===== src/rtl/core/bemf_pkg.sv =====
// Shared types and constants for the back-EMF integration commutation detector.
// No dependencies; used by the interfaces, the update logic, the top level and the checker.
package bemf_pkg;

    localparam logic [15:0] U16_MAX        = 16'hFFFF;
    localparam logic [2:0]  NUM_STEPS      = 3'd6;

    localparam logic        REQ_TICK       = 1'b0;
    localparam logic        REQ_SAMPLE     = 1'b1;

    typedef logic [2:0] cfg_idx_t;
    localparam cfg_idx_t CFG_THRESHOLD = 3'd0;
    localparam cfg_idx_t CFG_BLANKING  = 3'd1;
    localparam cfg_idx_t CFG_DIRECTION = 3'd2;
    localparam cfg_idx_t CFG_SLOPE     = 3'd3;

    localparam logic [15:0] RST_THRESHOLD  = 16'd1000;
    localparam logic [7:0]  RST_BLANKING   = 8'd2;
    localparam logic        RST_DIRECTION  = 1'b0;
    localparam logic [5:0]  RST_SLOPE      = 6'd21;
    localparam logic [7:0]  RST_BLANK_LEFT = 8'd2;

    typedef struct packed {
        logic       req_type;
        logic [9:0] sample;
        logic       sample_is_supply;
        logic [2:0] comm_step;
    } item_t;

    typedef struct packed {
        logic        commutate;
        logic [15:0] period;
        logic [15:0] integral_level;
    } result_t;

    typedef struct packed {
        cfg_idx_t    index;
        logic [15:0] data;
    } cfg_beat_t;

    typedef struct packed {
        logic [15:0] threshold;
        logic [7:0]  blanking;
        logic        direction;
        logic [5:0]  slope;
    } cfg_t;

    typedef struct packed {
        logic [15:0] tick_count;
        logic [15:0] period;
        logic [15:0] integral;
        logic [9:0]  supply;
        logic [7:0]  blank_left;
        logic [2:0]  last_step;
    } state_t;

endpackage


===== src/rtl/core/bemf_if.sv =====
// Valid/ready channel interfaces for items, results and configuration writes.
// Depends on bemf_pkg for the payload types.
interface bemf_item_if;
    logic            valid;
    logic            ready;
    bemf_pkg::item_t beat;

    modport source (output valid, output beat, input ready);
    modport sink   (input valid, input beat, output ready);
endinterface

interface bemf_result_if;
    logic              valid;
    logic              ready;
    bemf_pkg::result_t beat;

    modport source (output valid, output beat, input ready);
    modport sink   (input valid, input beat, output ready);
endinterface

interface bemf_cfg_if;
    logic                valid;
    logic                ready;
    bemf_pkg::cfg_beat_t beat;

    modport source (output valid, output beat, input ready);
    modport sink   (input valid, input beat, output ready);
endinterface


===== src/rtl/core/bemf_update.sv =====
// Single-pass state update for one item: tick counting, blanking, supply tracking, integration, detection.
// Depends on bemf_pkg.
module bemf_update
(
    input  bemf_pkg::cfg_t    cfg_q,
    input  bemf_pkg::state_t  state_q,
    input  bemf_pkg::item_t   item_q,
    output bemf_pkg::state_t  state_d,
    output bemf_pkg::result_t result_d
);

    logic [7:0]  blank_eff;
    logic [8:0]  half;
    logic        pol;
    logic        qualify;
    logic [9:0]  add;
    logic [16:0] sum;
    logic [15:0] acc;
    logic        fire;

    always_comb
    begin
        state_d   = state_q;
        fire      = 1'b0;
        half      = state_q.supply[9:1];
        blank_eff = (item_q.comm_step != state_q.last_step) ? cfg_q.blanking
                                                            : state_q.blank_left;
        pol       = ((item_q.comm_step < bemf_pkg::NUM_STEPS)
                     ? cfg_q.slope[item_q.comm_step] : 1'b0) ^ cfg_q.direction;
        if (pol)
        begin
            qualify = item_q.sample > {1'b0, half};
            add     = (item_q.sample < state_q.supply) ? (state_q.supply - item_q.sample)
                                                       : 10'd0;
        end
        else
        begin
            qualify = item_q.sample < {1'b0, half};
            add     = item_q.sample;
        end
        sum = {1'b0, state_q.integral} + {7'd0, add};
        acc = qualify ? (sum[16] ? bemf_pkg::U16_MAX : sum[15:0]) : 16'd0;

        if (item_q.req_type == bemf_pkg::REQ_TICK)
        begin
            if (state_q.tick_count != bemf_pkg::U16_MAX)
            begin
                state_d.tick_count = state_q.tick_count + 16'd1;
            end
        end
        else
        begin
            state_d.last_step = item_q.comm_step;
            if (blank_eff != 8'd0)
            begin
                state_d.blank_left = blank_eff - 8'd1;
            end
            else
            begin
                state_d.blank_left = blank_eff;
                if (item_q.sample_is_supply)
                begin
                    state_d.supply = item_q.sample;
                end
                else if (acc > cfg_q.threshold)
                begin
                    fire               = 1'b1;
                    state_d.integral   = 16'd0;
                    state_d.period     = state_q.tick_count;
                    state_d.tick_count = 16'd0;
                end
                else
                begin
                    state_d.integral = acc;
                end
            end
        end

        result_d.commutate      = fire;
        result_d.period         = state_d.period;
        result_d.integral_level = state_d.integral;
    end

endmodule


===== src/rtl/core/bemf_integration_commutation_detect_unit.sv =====
// Sensorless BLDC back-EMF integration and commutation detect, top level.
// Depends on bemf_pkg, bemf_if and bemf_update.
//
// Each item (timer tick or ADC sample) yields exactly one result beat. An item is taken
// into an input register, its whole update runs in combinational logic against the
// state registers, and the result lands in an output register; one item per cycle is
// sustained while results are taken. The output register frees its slot in the same
// cycle it is taken, so a stalled result holds the input register and, once that is
// full, the input as well: at most two beats are in flight. Configuration writes are
// always accepted and take effect from the next update out of the input register.
module bemf_integration_commutation_detect_unit
(
    input  logic                 clk,
    input  logic                 rst_n,
    bemf_item_if.sink            item,
    bemf_result_if.source        result,
    bemf_cfg_if.sink             cfg
);

    logic              in_valid_reg;
    bemf_pkg::item_t   in_item_reg;
    logic              out_valid_reg;
    bemf_pkg::result_t out_result_reg;
    bemf_pkg::cfg_t    cfg_reg;
    bemf_pkg::state_t  state_reg;
    bemf_pkg::state_t  state_next;
    bemf_pkg::result_t result_next;
    logic              advance;

    assign advance      = in_valid_reg && (!out_valid_reg || result.ready);
    assign item.ready   = !in_valid_reg || advance;
    assign cfg.ready    = 1'b1;
    assign result.valid = out_valid_reg;
    assign result.beat  = out_result_reg;

    bemf_update u_update
    (
        .cfg_q    (cfg_reg),
        .state_q  (state_reg),
        .item_q   (in_item_reg),
        .state_d  (state_next),
        .result_d (result_next)
    );

    always_ff @(posedge clk or negedge rst_n)
    begin
        if (!rst_n)
        begin
            in_valid_reg  <= 1'b0;
            out_valid_reg <= 1'b0;
        end
        else
        begin
            if (item.ready)
            begin
                in_valid_reg <= item.valid;
            end
            if (advance)
            begin
                out_valid_reg <= 1'b1;
            end
            else if (result.ready)
            begin
                out_valid_reg <= 1'b0;
            end
        end
    end

    always_ff @(posedge clk)
    begin
        if (item.valid && item.ready)
        begin
            in_item_reg <= item.beat;
        end
        if (advance)
        begin
            out_result_reg <= result_next;
        end
    end

    always_ff @(posedge clk or negedge rst_n)
    begin
        if (!rst_n)
        begin
            state_reg.tick_count <= 16'd0;
            state_reg.period     <= 16'd0;
            state_reg.integral   <= 16'd0;
            state_reg.supply     <= 10'd0;
            state_reg.blank_left <= bemf_pkg::RST_BLANK_LEFT;
            state_reg.last_step  <= 3'd0;
        end
        else if (advance)
        begin
            state_reg <= state_next;
        end
    end

    always_ff @(posedge clk or negedge rst_n)
    begin
        if (!rst_n)
        begin
            cfg_reg.threshold <= bemf_pkg::RST_THRESHOLD;
            cfg_reg.blanking  <= bemf_pkg::RST_BLANKING;
            cfg_reg.direction <= bemf_pkg::RST_DIRECTION;
            cfg_reg.slope     <= bemf_pkg::RST_SLOPE;
        end
        else if (cfg.valid && cfg.ready)
        begin
            case (cfg.beat.index)
                bemf_pkg::CFG_THRESHOLD: cfg_reg.threshold <= cfg.beat.data;
                bemf_pkg::CFG_BLANKING:  cfg_reg.blanking  <= cfg.beat.data[7:0];
                bemf_pkg::CFG_DIRECTION: cfg_reg.direction <= cfg.beat.data[0];
                bemf_pkg::CFG_SLOPE:     cfg_reg.slope     <= cfg.beat.data[5:0];
                default: ;
            endcase
        end
    end

endmodule


===== src/flat_wrapper.sv =====
// flat-port wrapper written by rule: the top's interface ports become plain ports
module bemf_integration_commutation_detect_unit_flat 
  (clk, rst_n, item_valid, item_beat, item_ready, result_valid, result_beat, result_ready, cfg_valid, cfg_beat, cfg_ready);
  bemf_item_if item_i ();
  bemf_result_if result_i ();
  bemf_cfg_if cfg_i ();
  input  logic clk;
  input  logic rst_n;
  input wire logic [$bits(item_i.valid)-1:0] item_valid;
  input wire logic [$bits(item_i.beat)-1:0] item_beat;
  output wire logic [$bits(item_i.ready)-1:0] item_ready;
  output wire logic [$bits(result_i.valid)-1:0] result_valid;
  output wire logic [$bits(result_i.beat)-1:0] result_beat;
  input wire logic [$bits(result_i.ready)-1:0] result_ready;
  input wire logic [$bits(cfg_i.valid)-1:0] cfg_valid;
  input wire logic [$bits(cfg_i.beat)-1:0] cfg_beat;
  output wire logic [$bits(cfg_i.ready)-1:0] cfg_ready;
  assign item_i.valid = item_valid;
  assign item_i.beat = item_beat;
  assign item_ready = item_i.ready;
  assign result_valid = result_i.valid;
  assign result_beat = result_i.beat;
  assign result_i.ready = result_ready;
  assign cfg_i.valid = cfg_valid;
  assign cfg_i.beat = cfg_beat;
  assign cfg_ready = cfg_i.ready;
  bemf_integration_commutation_detect_unit u_core (.clk(clk), .rst_n(rst_n), .item(item_i), .result(result_i), .cfg(cfg_i));
endmodule

===== config.mk =====
export PLATFORM = sky130hd
export DESIGN_NAME = bemf_integration_commutation_detect_unit_flat
export DESIGN_NICKNAME = d
export VERILOG_FILES = /design/src/rtl/core/bemf_pkg.sv /design/src/rtl/core/bemf_if.sv /design/src/rtl/core/bemf_update.sv /design/src/rtl/core/bemf_integration_commutation_detect_unit.sv /design/src/flat_wrapper.sv
export SDC_FILE = /design/constraint.sdc
export NUM_CORES = 1
export LEC_CHECK = 0
export BUFFER_PORTS_ARGS = -buffer_cell sky130_fd_sc_hd__buf_2
export CORE_MARGIN = 5
export CORE_UTILIZATION = 47
export DETAILED_ROUTE_END_ITERATION = 8
export PLACE_DENSITY = 0.68
export SYNTH_ARGS = -nofsm -noshare
export SYNTH_HDL_FRONTEND = slang
export SYNTH_SLANG_ARGS = --single-unit

===== constraint.sdc =====
create_clock -name clk -period 5.7 [get_ports clk]
set_input_delay 0.285 -clock clk [delete_from_list [all_inputs] [get_ports clk]]
set_output_delay 0.285 -clock clk [all_outputs]
set_load 0.03 [all_outputs]

==> results.txt <==
The Yosys step of the flow raised 0 warnings. The data required time at the worst endpoint is 5.89 ns. The logs give 28.7% for the power share of the clock group and 36.0% for the logic gate share of total power.

Global routing used 30.0% of the available met2 tracks. The capturing element type of the critical path was a flip-flop. The cell area that synthesis handed to floorplanning was 8620 um2. The number of cells on the worst hold path is 1, and the worst slew margin relative to its limit is 26.9%. Global routing consumed, on the met3 layer, 3.58% of the routing resources. The fraction of final layout cells with drive strength greater than 1 is 34.1%, and the worst slack at placement is -0.107 ns. In this run the worst hold path is classified as in -> reg.

After detailed routing, the number of remaining DRC violations is 0. The kind of critical path is reg -> reg. The HPWL after detailed placement was 13.8 mm; the number of port buffers was 73.

The post-synth net total was 908. The worst setup path is launched from a flip-flop. The top cell type by area accounts for 26.4% of the synthesized area.

For this design, the slowest cell found on the critical path is dfrtp_1. In this run the count of I/O pins placed on the die edge is 75. The area of all placed cells without fillers is 10900 um2, and the maximum number of pins on one net before global-route repair is 70. In this run, CTS created clock tree buffers numbering 17. The maximum count of clock buffers along a single path is 2, and the data arrival time of the critical path is 5.84 ns. For this run, the top clock speed supported by timing is 177 MHz.

The run gives 1146 as the cell count after placement. The congestion estimate from routability-driven global placement came to 0.882. The count of final hold-check violations is 0. Setup repair after global routing could not meet its margin everywhere. The final layout contains routed wiring with a total length of 21.5 mm. The number of antenna violations at the first check in global routing is 0, and the diode insertion count for antenna repair is 0. Summing over every cut layer, the via total after detailed routing is 6884. Counting instances in the post-synthesis netlist gives the leading cell types as 91 x dfrtp_1, 78 x nand2_1, 66 x nor2_1, 53 x mux2_2, 49 x inv_1. In this run the most used layer during global routing was met2. Cell internal power was estimated by the tool at 2.58 mW. Net switching is 37.1% of the power. The overall overflow remaining after global route is 0. For the sequential element share of the synthesized area, the log shows 46.5%. Counting I/O delays and the setup requirement, the final critical path takes 5.65 ns. Ranked by total cell area, the synthesized netlist is headed by dfrtp_1 26%, edfxtp_1 17%, mux2_2 6.9%. Counting the fill cells in the layout gives 1446. Clock slew seen by the registers of the worst setup and hold paths: 0.07 ns. The peak ir drop on the vdd network came out at 0.000242 V. Once placement finished, the instance area stood at 9550 um2. The register with the most flip-flops in the layout has 69 of them.

The instance count of the mapped netlist was 820. TritonCTS built the clock tree. The area added between synthesis and finish is 26.9%. For the placeable core region, the log shows 18000 um2. In the synthesized netlist the dominant register cell turns out to be dfrtp_1. The tree built by TritonCTS fans out to 150 sinks. In this run the static leakage power is 4.74 nW. The first routing iteration left 543 violations. Power spread over the standard cell area amounts to 375 nW/um2.

The run gives 5 as the detailed-routing iteration count for the pre-antenna-repair pass. The mean cell area of the mapped netlist is 10.5 um2. For this configuration, the core starts out at a cell density of 47.8%. The height of the die was 145 um; the number of cells on the worst reg-to-reg path was 28.

The floorplan step defined a die boundary enclosing 21100 um2. The per-cell routed wire length works out to 18.0 um. dfrtp_1 is the most common cell in the netlist.

The run gives 60.7% as the utilization after layout. The share of total power dissipated in sequential elements is 35.3%. The switching power came out at 1.52 mW. The number of levels the H-tree was split into is 4, and the wire length of the first global-routing pass is 32.4 mm. The cell sitting at the root of the clock tree is a clkbuf_16. The run gives 0 as the setup violation total in the final timing report. The post-layout worst setup margin came out at 0.0462 ns.

Once layout is complete, the cells apart from fillers number 1197. Dividing the detail-routed via count by the number of cells gives 5.75. The worst register-to-register path has a setup slack of 0.05 ns.

Global routing used 18.6% of the available tracks. The biggest area contributor in the post-synthesis netlist is dfrtp_1. In this run the horizontal extent of the chip is 145 um. The logs give 0 for the number of routed nets with antenna violations and 73 for the number of distinct library cells after synthesis. For the worst clock skew, the log shows 0.0122 ns. The tools report the layout net count as 1043. The flow ran to the end, and the final reports show no timing, DRC or antenna violations. Across the run, the number of max-cap violations was 0.

The pin slew with the least headroom to its limit came out at 1.08 ns. After synthesis the netlist holds a flip-flop and latch count of 150. The met1 track demand over resource was 25.4%; the final critical-path share of the clock period was 99.2%.

In this run the worst path has a maximum fanout of 8. The run gives 6405 as the number of global-route vias before repair. The number of enable flip-flop cells after synthesis was 48; the cell row count was 49. Clock latency on the worst-skew pair, taken at its later pin, is 0.44 ns. The run gives 0 as the number of pins with negative max-slew slack in the final report. In the synthesized netlist the async set-or-reset flop fraction comes to 68.0%.

Counting stages on the worst path, the most repeated cell is buf_4. The longest individual stage delay on the worst path works out to 0.37 ns.
-- final timing paths --
kind,start,to
hold reg to reg,u_core.state_reg[1]$_DFFE_PN0P_,u_core.state_reg[1]$_DFFE_PN0P_
hold / removal,item_beat[1],u_core.in_item_reg[1]$_DFFE_PP_
max in group asynchronous,rst_n,u_core.state_reg[8]$_DFFE_PN0P_
min in group asynchronous,rst_n,u_core.state_reg[36]$_DFFE_PN0P_
setup / recovery,u_core.state_reg[11]$_DFFE_PN0P_,u_core.result.beat[17]$_DFFE_PP_
setup reg to reg,u_core.state_reg[11]$_DFFE_PN0P_,u_core.result.beat[17]$_DFFE_PP_
-- cell families after synthesis --
| group | Yosys count | share of synthesized area, % |
|---|---|---|
| AND/OR/NAND/NOR | 261 | 15.4 |
| adder cells (fa/ha/maj) | 49 | 7.29 |
| AO/OA/AOI/OAI | 169 | 13.4 |
| other | 1 | 0.0435 |
| flip-flops | 150 | 46.5 |
| multiplexers | 80 | 10.2 |
| XOR/XNOR | 29 | 2.95 |
| buffers and inverters | 81 | 4.28 |
-- cells in the final DEF (no fill, tap or decap), drive strengths merged, types with 6 or more instances in the layout --
cell / synthesis / routed
inv: 49 / 56
nand4: 18 / 18
a21oi: 36 / 36
nand2b: 8 / 8
and2: 6 / 6
ha: 47 / 47
edfxtp: 48 / 48
a221oi: 6 / 6
nand2: 79 / 79
dfstp: 11 / 11
nor2b: 7 / 7
o21ai: 38 / 38
nor4: 6 / 6
clkinv: 0 / 7
a22o: 9 / 9
buf: 16 / 142
o22ai: 6 / 6
nor3b: 6 / 6
xnor2: 11 / 11
xor2: 18 / 18
o31ai: 29 / 29
dfrtp: 91 / 91
nor3: 17 / 17
nand3: 16 / 16
or3: 6 / 6
clkbuf: 16 / 22
mux2: 54 / 54
and3: 8 / 8
mux2i: 26 / 26
a211oi: 12 / 12
nor2: 67 / 67
-- power by group through the flow --
stage / clock, mW / sequential [mW] / combinational (mW)
CTS: 1.20 / 1.44 / 1.25
global route: 1.25 / 1.47 / 1.62
finish: 1.17 / 1.45 / 1.47
detailed placement: 0 / 1.45 / 1.22
floorplan: 0 / 1.45 / 0.808
global placement: 0 / 1.45 / 1.20
-- per-layer routing --
metal	up-vias	routed length (um)
li1	3269	-
met1	3365	9550
met2	204	10500
met3	46	1010
met4	0	471
met5	-	0
-- final cells by class --
type	count	area, um2	area share, %
Clock buffer	17	425	3.89
Timing Repair Buffer	148	1070	9.78
Multi-Input combinational cell	589	4760	43.5
Sequential cell	150	4010	36.6
Inverter	49	184	1.68
Clock inverter	15	205	1.88
Tap cell	229	287	2.62
-- metrics by stage --
stage,total power [mW],setup TNS (ns),hold WS [ns]
after floorplan,2.26,0,-0.0106
after detailed placement,2.68,-1.11,0.306
final,4.10,0,0.0188
after global routing,4.33,-8.20,0.00454
after CTS,3.89,0,0.00682
after global placement,2.65,0,0.296
-- worst max-delay path: cells and delay by family (launching register included) --
| kind | cells | cell delay (ns) |
|---|---|---|
| compound gates | 9 | 1.75 |
| xor+xnor | 1 | 0.16 |
| mux | 1 | 0.30 |
| flops | 1 | 0.37 |
| fa+ha+maj | 4 | 1.11 |
| buf+inv | 6 | 0.80 |
| simple gates | 7 | 0.89 |
-- timing repair --
item / 4_1_cts / 5_1_grt
hold endpoints to repair: 30 / 0
setup endpoints to repair: 57 / 81
resized for setup: 13 / 94
gates cloned: 0 / 6
hold buffers: 1 / 0
setup buffers: 1 / 11
pin swaps: 4 / 31
(Power assumes the default switching activity.)
